File: config.mk
export PLATFORM = sky130hd
export DESIGN_NAME = signed_integer_divider_unit_flat
export DESIGN_NICKNAME = d
export VERILOG_FILES = /design/src/hw/rtl/sid_pkg.sv /design/src/hw/rtl/sid_op_if.sv /design/src/hw/rtl/sid_res_if.sv /design/src/hw/rtl/sid_ctrl.sv /design/src/hw/rtl/sid_dp.sv /design/src/hw/rtl/signed_integer_divider_unit.sv /design/src/flat_wrapper.sv
export SDC_FILE = /design/constraint.sdc
export NUM_CORES = 1
export LEC_CHECK = 0
export BUFFER_PORTS_ARGS = -buffer_cell sky130_fd_sc_hd__buf_2
export CAP_MARGIN = 20
export CELL_PAD_IN_SITES_DETAIL_PLACEMENT = 0
export CELL_PAD_IN_SITES_GLOBAL_PLACEMENT = 2
export CORE_MARGIN = 2
export CORE_UTILIZATION = 37
export DETAILED_ROUTE_END_ITERATION = 6
export PLACE_DENSITY_LB_ADDON = 0.1
export SYNTH_ARGS = -nofsm -noshare
export SYNTH_HDL_FRONTEND = slang
export SYNTH_SLANG_ARGS = --single-unit
File: constraint.sdc
create_clock -name clk -period 5.15 [get_ports clk]
set_clock_uncertainty 0.1 [all_clocks]
set_input_delay 0.7725 -clock clk [delete_from_list [all_inputs] [get_ports clk]]
set_output_delay 0.7725 -clock clk [all_outputs]
set_load 0.1 [all_outputs]
File: src/hw/rtl/sid_pkg.sv
// ----------------------------------------------------------------------------
// sid_pkg
// Shared widths and controller/datapath handshake types for the signed
// integer divider.
// ----------------------------------------------------------------------------
package sid_pkg;

  // Operand and quotient width
  localparam int DATA_WIDTH = 32;

  // Iteration counter width, one step per quotient bit
  localparam int CNT_W = $clog2(DATA_WIDTH);

  // Commands from controller to datapath
  typedef struct packed {
    logic load;    // capture operands, magnitudes and special-case flag
    logic step;    // one restoring shift-subtract step
    logic finish;  // apply sign, write output register
  } sid_cmd_t;

  // Status from datapath to controller
  typedef struct packed {
    logic special;  // zero divisor or overflow, no iterations needed
  } sid_stat_t;

endpackage

File: src/hw/rtl/sid_op_if.sv
// ----------------------------------------------------------------------------
// sid_op_if
// Operand channel: a valid/ready word carrying dividend and divisor.
// ----------------------------------------------------------------------------
interface sid_op_if;
  import sid_pkg::*;

  logic                         valid;
  logic                         ready;
  logic signed [DATA_WIDTH-1:0] dividend;
  logic signed [DATA_WIDTH-1:0] divisor;

  modport source (output valid, output dividend, output divisor, input ready);
  modport sink   (input valid, input dividend, input divisor, output ready);

endinterface

File: src/hw/rtl/sid_res_if.sv
// ----------------------------------------------------------------------------
// sid_res_if
// Result channel: a valid/ready word carrying quotient and saturated flag.
// ----------------------------------------------------------------------------
interface sid_res_if;
  import sid_pkg::*;

  logic                         valid;
  logic                         ready;
  logic signed [DATA_WIDTH-1:0] quotient;
  logic                         saturated;

  modport source (output valid, output quotient, output saturated, input ready);
  modport sink   (input valid, input quotient, input saturated, output ready);

endinterface

File: src/hw/rtl/sid_ctrl.sv
// ----------------------------------------------------------------------------
// sid_ctrl
// Sequencer for the divider: accepts an operand word, runs one step per
// quotient bit, then hands the result to the output register.
// ----------------------------------------------------------------------------
module sid_ctrl (
  input  logic              clk,
  input  logic              rst,
  input  logic              op_valid,
  output logic              op_ready,
  output logic              res_valid,
  input  logic              res_ready,
  input  sid_pkg::sid_stat_t stat,
  output sid_pkg::sid_cmd_t  cmd
);
  import sid_pkg::*;

  typedef enum logic [1:0] {
    IDLE,
    RUN,
    DONE
  } state_t;

  state_t           state;
  logic [CNT_W-1:0] cnt;
  logic             out_free;

  localparam logic [CNT_W-1:0] LAST_STEP = CNT_W'(DATA_WIDTH - 1);

  // Output register can take a new word when empty or being drained
  assign out_free = !res_valid || res_ready;
  assign op_ready = (state == IDLE);

  // Command decode
  always_comb begin
    cmd.load   = (state == IDLE) && op_valid;
    cmd.step   = (state == RUN) && !stat.special;
    cmd.finish = (state == DONE) && out_free;
  end

  // State, step counter and output valid
  always_ff @(posedge clk) begin
    if (rst) begin
      state     <= IDLE;
      cnt       <= '0;
      res_valid <= 1'b0;
    end else begin
      // Output valid: set on finish, cleared when the word is taken
      if (state == DONE && out_free) begin
        res_valid <= 1'b1;
      end else if (res_valid && res_ready) begin
        res_valid <= 1'b0;
      end
      case (state)
        IDLE: begin
          if (op_valid) begin
            state <= RUN;
            cnt   <= '0;
          end
        end
        RUN: begin
          if (stat.special || cnt == LAST_STEP) begin
            state <= DONE;
          end
          cnt <= cnt + 1'b1;
        end
        DONE: begin
          if (out_free) begin
            state <= IDLE;
          end
        end
        default: begin
          state <= IDLE;
        end
      endcase
    end
  end

endmodule

File: src/hw/rtl/sid_dp.sv
// ----------------------------------------------------------------------------
// sid_dp
// Divider datapath: operand magnitudes, restoring shift-subtract on
// remainder and quotient registers, sign fixup and output register.
// ----------------------------------------------------------------------------
module sid_dp (
  input  logic                                  clk,
  input  sid_pkg::sid_cmd_t                     cmd,
  output sid_pkg::sid_stat_t                    stat,
  input  logic signed [sid_pkg::DATA_WIDTH-1:0] dividend,
  input  logic signed [sid_pkg::DATA_WIDTH-1:0] divisor,
  output logic signed [sid_pkg::DATA_WIDTH-1:0] quotient,
  output logic                                  saturated
);
  import sid_pkg::*;

  localparam logic [DATA_WIDTH-1:0] SIGN_ONLY = {1'b1, {(DATA_WIDTH-1){1'b0}}};
  localparam logic [DATA_WIDTH-1:0] MAX_POS   = {1'b0, {(DATA_WIDTH-1){1'b1}}};
  localparam logic [DATA_WIDTH-1:0] MINUS_ONE = '1;

  logic [DATA_WIDTH-1:0] rem;
  logic [DATA_WIDTH-1:0] quo;   // dividend bits shift out, quotient bits in
  logic [DATA_WIDTH-1:0] dmag;
  logic                  neg;
  logic                  special;

  logic [DATA_WIDTH-1:0] a_u;
  logic [DATA_WIDTH-1:0] b_u;
  logic [DATA_WIDTH-1:0] a_mag;
  logic [DATA_WIDTH-1:0] b_mag;
  logic                  is_special;
  logic [DATA_WIDTH:0]   rem_sh;
  logic [DATA_WIDTH:0]   diff;
  logic                  q_bit;
  logic [DATA_WIDTH-1:0] q_signed;

  // Operand magnitudes and special cases
  always_comb begin
    a_u        = dividend;
    b_u        = divisor;
    a_mag      = a_u[DATA_WIDTH-1] ? (~a_u + 1'b1) : a_u;
    b_mag      = b_u[DATA_WIDTH-1] ? (~b_u + 1'b1) : b_u;
    is_special = (b_u == '0) || (a_u == SIGN_ONLY && b_u == MINUS_ONE);
  end

  // One restoring step: shift in next dividend bit, trial subtract
  always_comb begin
    rem_sh = {rem, quo[DATA_WIDTH-1]};
    diff   = rem_sh - {1'b0, dmag};
    q_bit  = !diff[DATA_WIDTH];
  end

  // Sign fixup
  assign q_signed = neg ? (~quo + 1'b1) : quo;

  assign stat.special = special;

  // Working registers and output register
  always_ff @(posedge clk) begin
    if (cmd.load) begin
      rem     <= '0;
      quo     <= a_mag;
      dmag    <= b_mag;
      neg     <= a_u[DATA_WIDTH-1] ^ b_u[DATA_WIDTH-1];
      special <= is_special;
    end else if (cmd.step) begin
      rem <= q_bit ? diff[DATA_WIDTH-1:0] : rem_sh[DATA_WIDTH-1:0];
      quo <= {quo[DATA_WIDTH-2:0], q_bit};
    end
    if (cmd.finish) begin
      quotient  <= special ? MAX_POS : q_signed;
      saturated <= special;
    end
  end

endmodule

File: src/hw/rtl/signed_integer_divider_unit.sv
// ----------------------------------------------------------------------------
// signed_integer_divider_unit
// Signed 32-bit divider, quotient truncated toward zero, with saturation.
// ----------------------------------------------------------------------------
// Usage:
//   operands (sink): valid/ready word with dividend and divisor, both signed.
//   result (source): valid/ready word with quotient and saturated flag.
//   One operand word gives exactly one result word, in order.
//   A zero divisor, or the most negative dividend over minus one, returns
//   the largest positive value with saturated set.
// Sequence:
//   The accepting edge loads the operands, one restoring shift-subtract
//   step per quotient bit follows in a single subtractor, and a sign fixup
//   writes the output register. Saturating cases skip the steps.
//   One division is in flight at a time; operands are taken again as soon
//   as the result is in the output register.
// Reset: rst (synchronous) returns the sequencer to idle and empties the
//   output register. When the receiver stalls the result holds, the next
//   division still runs, then waits until the output register drains.
// ----------------------------------------------------------------------------
module signed_integer_divider_unit (
  input  logic      clk,
  input  logic      rst,
  sid_op_if.sink    operands,
  sid_res_if.source result
);
  import sid_pkg::*;

  sid_cmd_t  cmd;
  sid_stat_t stat;

  // Sequencer
  sid_ctrl u_ctrl (
    .clk       (clk),
    .rst       (rst),
    .op_valid  (operands.valid),
    .op_ready  (operands.ready),
    .res_valid (result.valid),
    .res_ready (result.ready),
    .stat      (stat),
    .cmd       (cmd)
  );

  // Datapath
  sid_dp u_dp (
    .clk       (clk),
    .cmd       (cmd),
    .stat      (stat),
    .dividend  (operands.dividend),
    .divisor   (operands.divisor),
    .quotient  (result.quotient),
    .saturated (result.saturated)
  );

endmodule

File: src/flat_wrapper.sv
// flat-port wrapper written by rule: the top's interface ports become plain ports
module signed_integer_divider_unit_flat import sid_pkg::*;
  (clk, rst, operands_valid, operands_dividend, operands_divisor, operands_ready, result_valid, result_quotient, result_saturated, result_ready);
  sid_op_if operands_i ();
  sid_res_if result_i ();
  input  logic clk;
  input  logic rst;
  input wire logic [$bits(operands_i.valid)-1:0] operands_valid;
  input wire logic [$bits(operands_i.dividend)-1:0] operands_dividend;
  input wire logic [$bits(operands_i.divisor)-1:0] operands_divisor;
  output wire logic [$bits(operands_i.ready)-1:0] operands_ready;
  output wire logic [$bits(result_i.valid)-1:0] result_valid;
  output wire logic [$bits(result_i.quotient)-1:0] result_quotient;
  output wire logic [$bits(result_i.saturated)-1:0] result_saturated;
  input wire logic [$bits(result_i.ready)-1:0] result_ready;
  assign operands_i.valid = operands_valid;
  assign operands_i.dividend = operands_dividend;
  assign operands_i.divisor = operands_divisor;
  assign operands_ready = operands_i.ready;
  assign result_valid = result_i.valid;
  assign result_quotient = result_i.quotient;
  assign result_saturated = result_i.saturated;
  assign result_i.ready = result_ready;
  signed_integer_divider_unit u_core (.clk(clk), .rst(rst), .operands(operands_i), .result(result_i));
endmodule
======== Word-level counts from Yosys, hierarchy flattened ========
Index checks and enable logic that the tools add are counted.
storage, ports and cells
  flip-flop bits (word level) ............. 139
  input bits .............................. 68
  output and inout port bits .............. 35
  word-level logic and storage cells ...... 60
cells by class
  add/sub/neg operators ................... 5
  equality and inequality tests ........... 8
  multiplexer cells ....................... 14
  bitwise operators ....................... 4
  reduce and logical (&&, ||, !) cells .... 18
operators by type and width
  kind                                                                     count
  32-bit 2-to-1 mux                                                        5
  32-bit by 1-bit adder with 32-bit output, second input constant          3
  32-bit inverter                                                          3
  32-bit == test, second input constant                                    2
  33-bit by 32-bit subtractor with 33-bit output                           1
  32-bit logical NOT                                                       1
  31-bit 2-to-1 mux                                                        1
  5-bit case mux with 2 select lines                                       1
  2-bit 2-to-1 mux                                                         3
  2-bit case mux with 3 select lines                                       1
  2-bit nonzero test                                                       3
  5-bit by 1-bit adder with 5-bit output, second input constant            1
  5-bit == test, second input constant                                     1
  1-bit logical AND                                                        5
  5-bit 2-to-1 mux                                                         1
  2-bit inequality test, second input constant                             2
  1-bit logical NOT                                                        3
  1-bit logical OR                                                         3
  3-bit AND reduction                                                      1
  2-bit by 1-bit == test with 1-bit output, second input constant          1
  2-bit == test, second input constant                                     1
  2-bit logical NOT                                                        1
  1-bit 2-to-1 mux                                                         2
  2-bit by 1-bit inequality test with 1-bit output, second input constant  1
  other kinds (2)                                                          2

======== Depth between registers and ports, before layout ========
  depth in word-level cells ............... 4
  depth in mapped cells ................... 13

======== Hierarchy ========
From an unflattened synthesis, not the netlist that was laid out.
second synthesis, totals
  cell total of the unflattened synthesis .. 982
  area total of the unflattened synthesis .. 9093.7 um2
modules (own cells, without submodules)
  module    instances  cells an instance  area an instance (um2)  seq. area each (um2)
  sid_dp    1          938                8697.1                  3613.5
  sid_ctrl  1          44                 396.6                   160.2

======== Worst setup path before layout ========
No wires, ideal clock.
  path type ............................... register to register
  start ................................... reg u_core.u_ctrl.state[1]
  end ..................................... reg u_core.u_dp.quo[22] (data pin)
  library setup time ...................... 0.321 ns
  arrival time ............................ 3.490 ns
  path slack .............................. 1.240 ns
  cell stages (with the launch flop) ...... 6
  path buffers ............................ 2
  clock period less this slack ............ 3.910 ns
  cell sequence ........................... dfxtp_1 nor2_1 and2_1 clkbuf_1 clkbuf_1 a21oi_1
RTL lines
  element                 line            source
  from (decl)             sid_ctrl.sv:24  state_t state;
  from (signal assigned)  sid_ctrl.sv:44  state <= IDLE;
  from (signal assigned)  sid_ctrl.sv:57  state <= RUN;
  from (signal assigned)  sid_ctrl.sv:63  state <= DONE;
  to (signal assigned)    sid_dp.sv:62    quo <= a_mag;
  to (signal assigned)    sid_dp.sv:68    quo <= {quo[DATA_WIDTH-2:0], q_bit};
  to (decl)               sid_dp.sv:22    logic [DATA_WIDTH-1:0] quo;

======== Worst setup path after layout ========
  start ................................... reg u_core.u_dp.quo[9]
  end ..................................... reg u_core.u_dp.quotient[29] (netlist name) (data pin)
on the way
  longest elaborated chain between the ends .. 3
RTL lines
  element                                   line          source
  32-bit inverter                           sid_dp.sv:54  assign q_signed = neg ? (~quo + 1'b1) : quo;
  32-bit by 1-bit adder with 32-bit output  sid_dp.sv:54
  32-bit 2-to-1 mux                         sid_dp.sv:54
  to (signal assigned)                      sid_dp.sv:71  quotient <= special ? MAX_POS : q_signed;
  to (decl)                                 sid_dp.sv:12  output logic signed [sid_pkg::DATA_WIDTH-1:0] quotient,
Every way passes these cells.
A chain may end at the register's enable or synchronous reset.

==> results.rst <==
.. list-table::
   :header-rows: 1

   * - Metric
     - Value
   * - Layout overhead on the synthesized area
     - 15.84%
   * - Total global-route track usage
     - 0.1891
   * - Total placed cells including tap cells
     - 1305
   * - Maximum count of clock buffers along a single path
     - 2
   * - Final routed wirelength across all metal layers
     - 22780 um
   * - Die span in x
     - 157.9 um
   * - F_max
     - 255.1 MHz
   * - Status
     - finished, final reports clean
   * - Startpoint type of the worst setup path
     - flop
   * - Via density per instance
     - 5.150
   * - Count of cell types in the netlist
     - 62
   * - Highest ir drop seen on vdd
     - 0.1786 mV
   * - Post-detailed-placement half-perimeter wirelength
     - 16930 um
   * - Inserted Clock Buffers
     - 17
   * - Number of levels the H-tree was split into
     - 4
   * - Number of buffers added to fix hold violations after cts
     - 0
   * - Count of yosys warnings during synthesis
     - 0
   * - Post-cts repair resize count
     - 0
   * - Combined area of the multi-input logic cells
     - 0.004671 sq mm
   * - 1st-iter DRT viols
     - 436
   * - Cell area after technology mapping
     - 0.008767 sq mm
   * - Crit path buffers/inverters
     - 0
   * - Max cap viols
     - 0
   * - Most common cell after layout, fill and taps aside
     - buf_2
   * - Layout cells sized above 1
     - 0.1609
   * - Number of flops mapped to enable cells by yosys
     - 99
   * - Highest-count cells in the layout ignoring fill and taps
     - 102 x buf_2, 99 x nand2_1, 99 x edfxtp_1, 72 x o21ai_0, 64 x a21oi_1
   * - Ant diodes
     - 0
   * - Cells traversed along the worst timing path
     - or3_4 > or4_4 > or3_4 > or4_1 > or4_4 > or4_4 > o41ai_2 > xor2_1 > nand2_1
   * - I/O pins
     - 103
   * - CP max stage cell
     - or4_4
   * - Worst Path Max Fanout
     - 4
   * - Average routed wire per standard cell
     - 17.02 um
   * - Top cell by count, worst path
     - or4_4
   * - Area of the core
     - 0.02333 sq mm
   * - Post-synth ARST share
     - 0
   * - Post-layout min period
     - 3.921 ns
   * - Remaining antenna violation count after routing
     - 0
   * - Data arrival time at the worst-slack endpoint
     - 3.96 ns
   * - Data required time of the critical path
     - 5.19 ns
   * - Synth Flop Type
     - edfxtp_1
   * - DRC
     - 0
   * - RSZ-0062 raised after global routing
     - false
   * - Final Instance Count excl. Fillers
     - 1338
   * - Overall die area
     - 0.02494 sq mm
   * - Critical Path Sink Type
     - flop
   * - Transition time of the tightest slew-check pin
     - 0.9542 ns
   * - Die height
     - 157.9 um
   * - Count of endpoints failing setup in the final report
     - 0
   * - Post-synthesis sequential area ratio
     - 0.4304
   * - Via count
     - 6891
   * - Area share of the largest cell type after synthesis
     - 0.3391
   * - First-pass GRT wire length
     - 36180 um
   * - Layout fillers
     - 2311
   * - PortBufs
     - 102
   * - Maximum number of pins on one net before global-route repair
     - 88
   * - Worst Setup Path Type
     - flop to flop
   * - Area occupied by registers
     - 0.003774 sq mm
   * - Num rows
     - 56
   * - Total power density per cell area
     - 295.4 mW/mm^2
   * - Post-CTS Setup Inserts
     - 0
   * - Count of pins over their slew limit
     - 0
   * - CTS clock-pin slew for the worst setup and hold paths
     - 0.07 ns
   * - Placer congestion estimate
     - 0.7860
   * - Final-report hold violation count
     - 0
   * - Max transition margin
     - 0.3632
   * - Clock insertion delay at the later pin of the skew report
     - 0.43 ns
   * - Master cell of the clock root buffer
     - clkbuf_16
   * - Synth Register Bits
     - 139
   * - Post-synth top area cell
     - edfxtp_1
   * - Clock tree from TritonCTS
     - built
   * - P_leak
     - 0.003996 uW
   * - Mean post-synth cell area
     - 9.592 sq um
   * - Antenna violations before repair
     - 0
   * - Syn Nets
     - 1021
   * - Total power of the final layout
     - 3000 uW
   * - First-pass iteration count of the detailed router
     - 5
   * - Number of global-route vias before repair
     - 6389
   * - TNS Setup
     - 0 ns
   * - Share of the cycle needed by the critical path after routing
     - 0.7613
   * - Top Family by Delay on Critical Path
     - simple AND/OR/NAND/NOR gates
   * - Initial standard-cell utilization of the core
     - 0.3758
   * - Area contributors post-synth
     - edfxtp_1 34%, dfxtp_1 9.1%, xor2_1 6.2%
   * - Net count, final
     - 1113
   * - Overall overflow remaining after global route
     - 0
   * - TritonCTS Sinks
     - 139
   * - Hold Crit Class
     - flop to flop
   * - Delay of the slowest critical-path stage
     - 0.46 ns
   * - Cells after synthesis
     - 914
==> layer usage <==
layer,vias up,global-route usage,share of wire
met5,-,0,0
met4,0,0.04762,0.0070
met3,10,0.02792,0.038
met2,162,0.2410,0.38
met1,3175,0.3204,0.57
li1,3544,-,-
==> registers in the layout (all words and copies together), names as in the netlist <==
register / flops
u_core.u_dp.stat: 1
u_core.u_dp.dmag: 32
u_core.u_ctrl.state: 2
u_core.u_dp.neg: 1
u_core.u_dp.quo: 32
u_core.u_dp.quotient: 32
u_core.u_dp.saturated: 1
u_core.u_ctrl.res_valid: 1
u_core.u_dp.rem: 32
u_core.u_ctrl.cnt: 5
==> synthesized netlist by cell type, drive strengths merged (4+ instances only) <==
| cell type | number |
|---|---|
| and2 | 4 |
| xor2 | 62 |
| a311oi | 4 |
| nor4 | 10 |
| edfxtp | 99 |
| nand4 | 14 |
| nand2 | 99 |
| nor3 | 9 |
| or4 | 19 |
| and3 | 10 |
| nand2b | 12 |
| dfxtp | 40 |
| nor2 | 59 |
| a21oi | 64 |
| xnor2 | 51 |
| inv | 47 |
| a22oi | 4 |
| o31ai | 27 |
| clkbuf | 33 |
| ha | 38 |
| o211ai | 4 |
| mux2i | 28 |
| nor2b | 6 |
| o21ai | 75 |
| a2bb2oi | 4 |
| nand3 | 9 |
| a21o | 17 |
| o41ai | 16 |
| o21a | 4 |
| or3 | 6 |
==> cell families after synthesis <==
family / after synthesis / share of synthesized area
muxes: 30 / 0.03454
adders and majority gates: 39 / 0.05652
xor gates and xnor gates: 113 / 0.1129
buffers and inverters: 83 / 0.03910
and+or+nand+nor: 265 / 0.1497
DFF: 139 / 0.4304
AOI/OAI and AO/OA: 245 / 0.1768
==> path summary, 6_finish.rpt <==
| kind | start | endpoint | slack [ns] | cells after the start |
|---|---|---|---|---|
| worst min-delay path | u_core.u_dp.rem[11] | u_core.u_dp.rem[11] | 0.38 | 2 |
| worst min register to register | u_core.u_dp.rem[11] | u_core.u_dp.rem[11] | 0.38 | 2 |
| worst max-delay path | u_core.u_dp.quo[9] | u_core.u_dp.quotient[29] | 1.23 | 9 |
| worst max register to register | u_core.u_dp.quo[9] | u_core.u_dp.quotient[29] | 1.23 | 9 |
==> report_power, final <==
part,switching [uW],leakage [uW],internal (uW)
logic,303,0.00247,169
registers,63.1,0.00125,1290
clock network,541,0.000275,633
total,907,0.00400,2090
==> worst register-to-register path, delay by kind of cell, from the launching register on <==
family / cells / cell delay [ns]
and+or+nand+nor: 7 / 2.65
xor gates and xnor gates: 1 / 0.18
AOI/OAI and AO/OA: 1 / 0.27
DFF: 1 / 0.43
==> final cells by class <==
type,count,area share
Inverter,47,0.01737
Clock buffer,17,0.04189
Multi-Input combinational cell,692,0.4599
Tap cell,319,0.03930
Timing Repair Buffer,109,0.05741
Clock inverter,15,0.01257
Sequential cell,139,0.3716
==> per-stage QoR <==
stage / utilization / hold WS [ns] / setup slack (ns) / area, sq um
floorplan: - / 0.3458 / 1.240 / 8767
global placement: 0.4104 / 0.3704 / 1.307 / 9575
detailed placement: 0.4104 / 0.3752 / 1.273 / 9575
CTS: 0.4341 / 0.3849 / 1.247 / 10130
global route: 0.4353 / 0.4096 / 1.084 / 10160
finish: 0.4353 / 0.3806 / 1.229 / 10160
Note: power is estimated with default switching activity, not from simulation.
